**src/hw/rtl/ack_retransmission_table_assert.svh**
```systemverilog
// Assertion macros for the acknowledgement retransmission table.
// Included by files that check their own logic; no other dependencies.
`ifndef ACK_RETRANSMISSION_TABLE_ASSERT_SVH
`define ACK_RETRANSMISSION_TABLE_ASSERT_SVH

`ifndef SYNTHESIS
`define ART_ASSERT(name, clk, rst, prop) \
  name: assert property (@(posedge clk) disable iff (rst) prop) \
    else $error("ack_retransmission_table: assertion failed");
`define ART_ASSERT_NEVER(name, clk, rst, cond) \
  name: assert property (@(posedge clk) disable iff (rst) !(cond)) \
    else $error("ack_retransmission_table: forbidden condition");
`else
`define ART_ASSERT(name, clk, rst, prop)
`define ART_ASSERT_NEVER(name, clk, rst, cond)
`endif

`endif

```
**src/hw/rtl/art_pkg.sv**
```systemverilog
// Shared types and constants for the acknowledgement retransmission table.
// No dependencies; used by art_ctrl, art_dpath and the top level.
`timescale 1ns / 1ps

package art_pkg;

  localparam int SLOT_COUNT_DEF = 10;
  localparam logic [3:0] RETRY_RESET = 4'd5;

  localparam logic [1:0] OP_STORE  = 2'd0;
  localparam logic [1:0] OP_REMOVE = 2'd1;
  localparam logic [1:0] OP_POLL   = 2'd2;

  typedef struct packed {
    logic [1:0]  op;
    logic [7:0]  cmd_code;
    logic [3:0]  ack_kind;
    logic [47:0] sender_id;
    logic [47:0] receiver_id;
    logic [63:0] body;
  } in_item_t;

  typedef struct packed {
    logic        status;
    logic [7:0]  out_cmd;
    logic [3:0]  out_ack;
    logic [47:0] out_sender;
    logic [47:0] out_receiver;
    logic [3:0]  out_retries;
    logic [63:0] out_body;
  } out_item_t;

  // Slot contents kept in the payload memory
  typedef struct packed {
    logic [3:0]  ack;
    logic [47:0] sender;
    logic [47:0] receiver;
    logic [63:0] body;
  } slot_data_t;

  typedef struct packed {
    logic load_item;
    logic clear_idx;
    logic step_idx;
    logic apply;
    logic set_miss;
    logic load_out;
  } ctrl_cmd_t;

  typedef struct packed {
    logic hit;
    logic last;
    logic out_free;
  } ctrl_sts_t;

endpackage

```
**src/hw/rtl/art_ctrl.sv**
```systemverilog
// Controller state machine for the retransmission table.
// Depends on art_pkg; drives art_dpath through ctrl_cmd_t.
`timescale 1ns / 1ps

module art_ctrl
  import art_pkg::*;
(
  input  logic      clk,
  input  logic      rst,
  input  logic      in_valid,
  output logic      in_ready,
  input  ctrl_sts_t sts,
  output ctrl_cmd_t cmd
);

  localparam logic [1:0] ST_IDLE  = 2'd0;
  localparam logic [1:0] ST_SCAN  = 2'd1;
  localparam logic [1:0] ST_APPLY = 2'd2;
  localparam logic [1:0] ST_DONE  = 2'd3;

  logic [1:0] state;
  logic [1:0] state_next;

  always_ff @(posedge clk) begin
    if (rst) begin
      state <= ST_IDLE;
    end else begin
      state <= state_next;
    end
  end

  always_comb begin
    state_next = state;
    cmd        = '0;
    in_ready   = 1'b0;
    case (state)
      ST_IDLE: begin
        in_ready = 1'b1;
        if (in_valid) begin
          cmd.load_item = 1'b1;
          cmd.clear_idx = 1'b1;
          state_next    = ST_SCAN;
        end
      end
      ST_SCAN: begin
        // hold the index on a hit so the registered read matches it
        if (sts.hit) begin
          state_next = ST_APPLY;
        end else if (sts.last) begin
          cmd.set_miss = 1'b1;
          state_next   = ST_DONE;
        end else begin
          cmd.step_idx = 1'b1;
        end
      end
      ST_APPLY: begin
        cmd.apply  = 1'b1;
        state_next = ST_DONE;
      end
      ST_DONE: begin
        if (sts.out_free) begin
          cmd.load_out = 1'b1;
          state_next   = ST_IDLE;
        end
      end
      default: begin
        state_next = ST_IDLE;
      end
    endcase
  end

endmodule

```
**src/hw/rtl/art_dpath.sv**
```systemverilog
// Datapath for the retransmission table: slot storage, scan index,
// result and output registers, retry limit. Depends on art_pkg.
`timescale 1ns / 1ps

module art_dpath
  import art_pkg::*;
#(
  parameter int SLOT_COUNT = SLOT_COUNT_DEF
) (
  input  logic       clk,
  input  logic       rst,
  input  in_item_t   in_item,
  input  logic       cfg_valid,
  input  logic [3:0] cfg_data,
  input  logic       out_ready,
  output logic       out_valid,
  output out_item_t  out_item,
  input  ctrl_cmd_t  cmd,
  output ctrl_sts_t  sts
);

  localparam int IDX_W = (SLOT_COUNT > 1) ? $clog2(SLOT_COUNT) : 1;
  localparam logic [IDX_W-1:0] LAST_IDX = IDX_W'(SLOT_COUNT - 1);

  in_item_t         item;
  logic [IDX_W-1:0] idx;
  logic [7:0]       cmd_q [SLOT_COUNT];
  logic [3:0]       retries_q [SLOT_COUNT];
  slot_data_t       mem [SLOT_COUNT];
  slot_data_t       rd_q;
  out_item_t        res;
  out_item_t        res_next;
  logic [3:0]       retry_limit;
  logic [7:0]       cur_cmd;
  logic [3:0]       cur_retries;
  logic [3:0]       store_retries;
  logic             match;

  assign cur_cmd       = cmd_q[idx];
  assign cur_retries   = retries_q[idx];
  assign store_retries = (retry_limit == 4'd0) ? 4'd1 : retry_limit;

  always_comb begin
    case (item.op)
      OP_STORE:  match = (cur_cmd == 8'd0) && (item.cmd_code != 8'd0);
      OP_REMOVE: match = (item.cmd_code != 8'd0) && (cur_cmd == item.cmd_code);
      OP_POLL:   match = (cur_cmd != 8'd0);
      default:   match = 1'b0;
    endcase
  end

  assign sts.hit      = match;
  assign sts.last     = (idx == LAST_IDX);
  assign sts.out_free = !out_valid || out_ready;

  always_ff @(posedge clk) begin
    if (cmd.load_item) begin
      item <= in_item;
    end
    if (cmd.clear_idx) begin
      idx <= '0;
    end else if (cmd.step_idx) begin
      idx <= idx + IDX_W'(1);
    end
  end

  always_ff @(posedge clk) begin
    if (rst) begin
      retry_limit <= RETRY_RESET;
    end else if (cfg_valid) begin
      retry_limit <= cfg_data;
    end
  end

  // Payload memory: one write port, one registered read at the scan index
  always_ff @(posedge clk) begin
    rd_q <= mem[idx];
    if (cmd.apply && item.op == OP_STORE) begin
      mem[idx] <= '{ack: item.ack_kind, sender: item.sender_id,
                     receiver: item.receiver_id, body: item.body};
    end
  end

  // Occupancy: a nonzero command code marks a slot in use
  always_ff @(posedge clk) begin
    if (rst) begin
      for (int i = 0; i < SLOT_COUNT; i++) begin
        cmd_q[i] <= 8'd0;
      end
    end else if (cmd.apply) begin
      case (item.op)
        OP_STORE: begin
          cmd_q[idx] <= item.cmd_code;
        end
        OP_REMOVE: begin
          cmd_q[idx] <= 8'd0;
        end
        OP_POLL: begin
          if (cur_retries <= 4'd1) begin
            cmd_q[idx] <= 8'd0;
          end
        end
        default: begin
        end
      endcase
    end
  end

  always_ff @(posedge clk) begin
    if (cmd.apply) begin
      if (item.op == OP_STORE) begin
        retries_q[idx] <= store_retries;
      end else if (item.op == OP_POLL) begin
        retries_q[idx] <= cur_retries - 4'd1;
      end
    end
  end

  always_comb begin
    res_next = '0;
    if (cmd.set_miss) begin
      res_next.status = !(item.op == OP_STORE && item.cmd_code == 8'd0);
    end else if (item.op == OP_POLL) begin
      res_next.out_cmd      = cur_cmd;
      res_next.out_ack      = rd_q.ack;
      res_next.out_sender   = rd_q.sender;
      res_next.out_receiver = rd_q.receiver;
      res_next.out_retries  = cur_retries;
      res_next.out_body     = rd_q.body;
    end
  end

  always_ff @(posedge clk) begin
    if (cmd.set_miss || cmd.apply) begin
      res <= res_next;
    end
  end

  always_ff @(posedge clk) begin
    if (rst) begin
      out_valid <= 1'b0;
    end else if (cmd.load_out) begin
      out_valid <= 1'b1;
    end else if (out_ready) begin
      out_valid <= 1'b0;
    end
  end

  always_ff @(posedge clk) begin
    if (cmd.load_out) begin
      out_item <= res;
    end
  end

endmodule

```
**src/hw/rtl/ack_retransmission_table.sv**
```systemverilog
// Acknowledgement retransmission table: holds up to SLOT_COUNT messages that
// wait for an acknowledgement and serves store, remove-on-ack and poll
// requests, one result per request. A request is worked on alone: it walks the
// slots one per cycle from slot 0 until it finds its slot or tests the last
// one. A hit then passes through an apply step that updates the slot and
// loads the result register; a miss loads the result register directly.
// The result moves to the output register once that is free, so a request
// also waits while the previous result waits for out_ready. A new request is
// taken while the previous result still waits in the output register. The
// retry limit register may be written at any time the block is idle; there
// is no clearing pass after reset.
// Depends on art_pkg, art_ctrl and art_dpath.
`timescale 1ns / 1ps

module ack_retransmission_table
  import art_pkg::*;
#(
  parameter int SLOT_COUNT = SLOT_COUNT_DEF
) (
  input  logic       clk,
  input  logic       rst,
  input  logic       in_valid,
  output logic       in_ready,
  input  in_item_t   in_item,
  output logic       out_valid,
  input  logic       out_ready,
  output out_item_t  out_item,
  input  logic       cfg_valid,
  output logic       cfg_ready,
  input  logic [3:0] cfg_data
);

`include "ack_retransmission_table_assert.svh"

  ctrl_cmd_t cmd;
  ctrl_sts_t sts;

  assign cfg_ready = 1'b1;

  art_ctrl u_ctrl (
    .clk      (clk),
    .rst      (rst),
    .in_valid (in_valid),
    .in_ready (in_ready),
    .sts      (sts),
    .cmd      (cmd)
  );

  art_dpath #(
    .SLOT_COUNT (SLOT_COUNT)
  ) u_dpath (
    .clk       (clk),
    .rst       (rst),
    .in_item   (in_item),
    .cfg_valid (cfg_valid),
    .cfg_data  (cfg_data),
    .out_ready (out_ready),
    .out_valid (out_valid),
    .out_item  (out_item),
    .cmd       (cmd),
    .sts       (sts)
  );

  `ART_ASSERT(a_busy_after_accept, clk, rst, (in_valid && in_ready) |=> !in_ready)
  `ART_ASSERT(a_no_result_overwrite, clk, rst, cmd.load_out |-> (!out_valid || out_ready))
  `ART_ASSERT_NEVER(a_scan_in_range, clk, rst, cmd.step_idx && sts.last)

endmodule

```
**config.mk**
```make
export PLATFORM = sky130hd
export DESIGN_NAME = ack_retransmission_table
export DESIGN_NICKNAME = d
export VERILOG_FILES = /design/src/hw/rtl/art_pkg.sv /design/src/hw/rtl/art_ctrl.sv /design/src/hw/rtl/art_dpath.sv /design/src/hw/rtl/ack_retransmission_table.sv
export VERILOG_INCLUDE_DIRS = /design/src /design/src/hw/rtl
export SDC_FILE = /design/constraint.sdc
export NUM_CORES = 2
export LEC_CHECK = 0
export BUFFER_PORTS_ARGS = -buffer_cell sky130_fd_sc_hd__buf_2
export CAP_MARGIN = 20
export CORE_MARGIN = 5
export CORE_UTILIZATION = 60
export CTS_BUF_LIST = sky130_fd_sc_hd__clkbuf_4 sky130_fd_sc_hd__clkbuf_8
export CTS_CLUSTER_DIAMETER = 80
export DETAILED_ROUTE_END_ITERATION = 10
export GPL_TIMING_DRIVEN = 0
export PLACE_DENSITY = 0.75
export SETUP_SLACK_MARGIN = 0.15
export SYNTH_ARGS = -nofsm -noshare
export SYNTH_HDL_FRONTEND = slang
export SYNTH_SLANG_ARGS = --single-unit
```
**constraint.sdc**
```tcl
create_clock -name clk -period 19.92 [get_ports clk]
set_input_delay 0.996 -clock clk [delete_from_list [all_inputs] [get_ports clk]]
set_output_delay 0.996 -clock clk [all_outputs]
set_load 0.02 [all_outputs]
```
* Yosys cells after proc, flatten, opt, wreduce, memory -nomap -nowiden
Memories as Yosys holds them, arrays and structs flattened. A register that Yosys moved wholly into a read port is not among the register bits. Cells that the tools add are included. W data, S select, Z words.
Storage, ports and cells: register bits 539, bits in latches 0, bits in writable memories 1760, bits in read-only memories 0, input bits 183, memories kept 3
Memory list:
- u_dpath.mem | depth 10, width 164, rd ports 1, clocked after Yosys merged registers in 1, wr ports 1, line art_dpath.sv:29 | slot_data_t mem [SLOT_COUNT];
- u_dpath.cmd_q | depth 10, width 8, rd ports 1, clocked after Yosys merged registers in 1, wr ports 10, line art_dpath.sv:27 | logic [7:0] cmd_q [SLOT_COUNT];
- u_dpath.retries_q | depth 10, width 4, rd ports 1, clocked after Yosys merged registers in 1, wr ports 1, line art_dpath.sv:28 | logic [3:0] retries_q [SLOT_COUNT];
Operators by class: $add $sub $neg 2, $mul 0, divide/modulo/power cells 0, magnitude comparators 1, equality and inequality tests 10, shift-type cells 0, multiplexer cells 53, bitwise logic cells 4, reductions and logical operators 19
Operators with widths (number):
- $mux W1 | 35
- $mux W4 | 7
- $mux W8 | 3
- $logic_not A8 Y1 | 2
- $reduce_bool A8 Y1 | 2
- $mux W2 | 6
- $eq A8 B8 Y1 | 1
- $pmux W2 S4 | 1
- $reduce_or A8 Y1 | 1
- $eq A2 B2 Y1 const B | 3
- $add A4 B1 Y4 const B | 1
- $eq A2 B1 Y1 const B | 2
- $eq A4 B4 Y1 const B | 1
- $le A4 B1 Y1 const B | 1
- $logic_and A1 B1 Y1 | 4
- $logic_not A2 Y1 | 2
- $logic_not A4 Y1 | 1
- $ne A2 B2 Y1 const B | 2
- $sub A4 B1 Y4 const B | 1
- $ne A3 B2 Y1 const B | 1
- $or A1 B1 Y1 | 3
- $pmux W1 S3 | 1
- $reduce_and A3 Y1 | 1
- $logic_not A1 Y1 | 2
- 4 further kinds | 5

* Logic depth before layout (Yosys ltp)
depth after elaboration 9, depth in mapped cells 17, mapped depth without buffers 13

* Cells and area by module
From an unflattened synthesis, not the netlist that was laid out.
Second synthesis, totals: cell total of the unflattened synthesis 4245, area, all modules 90575.6 µm²
By module, submodules not included:
- art_dpath | instances 1, cells an instance 4219, area an instance 90349.2 µm², seq. area each 73690.7 µm²
- art_ctrl | instances 1, cells an instance 24, area an instance 215.2 µm², seq. area each 40.0 µm²
- ack_retransmission_table | instances 1, cells an instance 2, area an instance 11.3 µm², seq. area each 0.0 µm²

* Least setup slack after synthesis
No wires, ideal clock.
path kind register to register, start point register (tool-made name), end point register u_dpath.res[0] in the netlist's numbering (enable), setup time 0.958 ns, data arrival time 14.654 ns, data required time 18.962 ns, path slack 4.308 ns, stages on the path, launching flop included 11, buffers on the path 2, cells stage by stage dfxtp_1 -> buf_2 -> clkbuf_1 -> mux4_2 -> mux2i_1 -> nand2_1 -> nor4_1 -> mux2i_1 -> o211a_1 -> nand2_1 -> o21ai_0
RTL lines:
- end signal, assigned | line art_dpath.sv:135 | res <= res_next;
- end, declared | line art_dpath.sv:31 | out_item_t res;

==> out/qor.yml <==
drtPass1Iterations: 8
worstMarginPinSlew_ns: 1.283
dpl_cell_area_mm2: 0.09746
finalClockSkew_ns: 0.07220
synthArstFlopShare: 0
maxSlewHeadroom: 0.1449
fill_cells: 9081
final_cell_mix: "edfxtp_1 (2336), clkbuf_8 (446), buf_2 (372)"
synth_cells: 4365
htreeDepth: 5
synth_cell_types: 55
die_x_um: 400.9
final.min_clock_period_ns: 5.137
final_common_cell: "edfxtp_1"
gp_congestion: 0.9186
maxCapViolCount: 0
crit_path_end_kind: "flip-flop"
grt_usage: 0.2579
grt_max_degree: 64
hold_violations: 0
dp_slack_ns: 14.87
crit_chain: "buf_2, clkbuf_1, mux4_2, mux2i_1, nand2_1, nor4_1, mux2i_1, o211a_1, nand2_1, o21ai_4, buf_12, buf_12"
num_rows: 143
synth_seq_cells: 2515
io_pins: 363
synth-edff-count: 2336
viasPerCell: 6.023
regArea_mm2: 0.07373
crit_slowest_cell: "o21ai_4"
grt_pass1_vias: 46905
drv_slew: 0
detail-route-antenna-nets: 0
syn_nets: 4558
design_area_mm2: 0.1058
whs_ns: 0.1081
dieHeight_um: 400.9
worstPathRequired_ns: 20.63
fin_ws_ns: 14.78
clkSinkCount: 2515
clk_pin_slew_ns: 0.07
routed_wl_um: 209200
finalSetupTns_ns: 0
start_util: 0.6035
rrSetupSlack_ns: 14.78
seq_area_frac_synth: 0.8043
hold_class: "input pin to flip-flop"
area_growth_syn_to_layout_pct: 15.46
synth_mux_area_frac: 0.1189
synth_fa_ha_area_frac: 0.001365
crit_type: "flip-flop to flip-flop"
dp_hpwl_um: 128000
core_area_mm2: 0.1519
rsz0062_at_grt: "no"
antenna_found_initial: 12
wl_per_cell_um: 27.70
yosys.area.top_type: "edfxtp_1"
grt_overflow_total: 0
ir_drop_uv: 81.14
portBuffers: 361
ys_warn_count: 0
cp_top_family: "buffers and inverters"
dr_total_vias: 45484
cts_tree: "built"
startpoint_type: "flip-flop"
drive_gt1_frac: 0.2809
dpl.cell_count: 6816
first_iter_violations: 5165
fin_nets: 5390
p_leak_nw: 34.47
synth_top_family_by_area: "multiplexers"
fin_crit_sh: 0.2579
critPathMaxFanout: 30
fmax_ghz: 0.1947
yosys.area_share.simple: 0.03591
yosys.area.top_type_share: 0.7652
ys.flop_type: "edfxtp_1"
cts_buffers: 393
layout.cells.non_filler: 7552
cts_buffer_depth: 4
multi_input_area_mm2: 0.01692
outcome: "complete, no violations"
crit_arrival_ns: 5.84
drc: 0
netlist_top_cells_area: "edfxtp_1 (77%), mux4_2 (9.1%), dfxtp_1 (3.9%), mux2i_1 (2.7%), a211oi_1 (1.4%)"
synth_area_mm2: 0.09167
clkLatencyLatePin_ns: 1.07
grt_pass1_wl_um: 304800
p_per_area_mw_per_mm2: 128.3
synth_compound_area_frac: 0.02683
root_buffer: "clkbuf_8"
syn_avg_cell_area_um2: 21.00
cts-resized-gates: 0
final_core_util: 0.6968
setup_viol: 0
path_buf_inv: 4
die_area_mm2: 0.1607
p_total_mw: 13.58
synth_xor_area_frac: 0.0008599
max_stage_delay_ns: 0.75
[cell usage after synthesis, types with 2 or more instances]
cell type	instances
buf_1	45
nor3_1	14
a21oi_1	174
mux2i_1	246
and2_1	177
nand4_1	4
a211o_1	2
ha_1	10
nor2b_1	183
nand2b_1	20
nand2_2	2
o211ai_2	2
or3b_1	2
nand2_1	40
xor2_1	5
nor3_2	2
clkbuf_1	134
inv_1	21
edfxtp_1	2336
a22o_1	2
buf_2	11
nand3b_1	5
buf_6	17
nand3_1	6
mux4_2	371
nor4_1	8
or3_1	4
and3_1	8
buf_4	11
o21ai_0	10
dfxtp_1	179
nand4b_1	2
nor2_1	95
o22ai_1	21
a211oi_1	167
xnor2_1	4
mux2_2	7
[worst reg2reg max path, stage by stage (launching register included)]
cell,delay [ns]
dfxtp_1,0.40
buf_2,0.26
clkbuf_1,0.60
mux4_2,0.42
mux2i_1,0.23
nand2_1,0.09
nor4_1,0.59
mux2i_1,0.35
o211a_1,0.37
nand2_1,0.16
o21ai_4,0.75
buf_12,0.29
buf_12,0.26
[path summary, 6_finish.rpt]
| check | endpoint | startpoint | cells after the start |
|---|---|---|---|
| worst min register to register | u_dpath.out_item[51] | u_dpath.res[51] | 0 |
| worst min-delay path | u_dpath.item[109] | in_item[109] | 1 |
| worst max register to register | u_dpath.res[131] | flip-flop | 12 |
| worst max-delay path | u_dpath.res[131] | flip-flop | 12 |
[cell families after synthesis]
| logic type | after synthesis |
|---|---|
| flip-flops | 2515 |
| multiplexers | 624 |
| AND/OR/NAND/NOR | 578 |
| AO/OA/AOI/OAI | 388 |
| buffers and inverters | 240 |
| adder cells (fa/ha/maj) | 10 |
| XOR/XNOR | 9 |
| other | 1 |
[report_power, final]
group / total [mW] / switching, mW / internal (mW)
registers: 6.74 / 0.300 / 6.44
logic: 2.41 / 1.32 / 1.09
clock network: 4.43 / 1.93 / 2.49
[final cells by class]
class / count / share of cell area
timing repair buffer: 437 / 0.03188
sequential: 2515 / 0.6966
antenna: 7 / 0.0001655
clock buffer: 588 / 0.06807
tap: 2030 / 0.02400
clock inverter: 125 / 0.009079
inverter: 21 / 0.0008157
multi-input combinational: 1610 / 0.1598
buffer: 219 / 0.009563
[what timing repair did]
item	4_1_cts	5_1_grt
setup endpoints to repair	0	0
setup buffers	0	0
endpoints found under the hold margin	2	0
hold buffers	2	0
[layer usage]
metal  GRT usage  up-vias  wire length [um]
met4     0.08491        2              6489
met3     0.06923      371             20910
li1            -    19330                 -
met1      0.3528    23318             79790
met5           0        -                13
met2      0.4119     2463            102000
[flip-flops by register name, indices dropped and copies added (netlist names), named ones only]
| register | cells |
|---|---|
| u_dpath.rd_q | 164 |
| u_dpath.retry_limit | 4 |
| u_dpath.item | 174 |
| u_dpath.mem | 1640 |
| u_dpath.retries_q | 40 |
| u_dpath.idx | 4 |
| u_dpath.cmd_q | 128 |
| u_ctrl.state | 2 |
| u_dpath.res | 177 |
| u_dpath.out_item | 177 |
| u_dpath.out_valid | 1 |
Power figures use the tool's default switching activity.
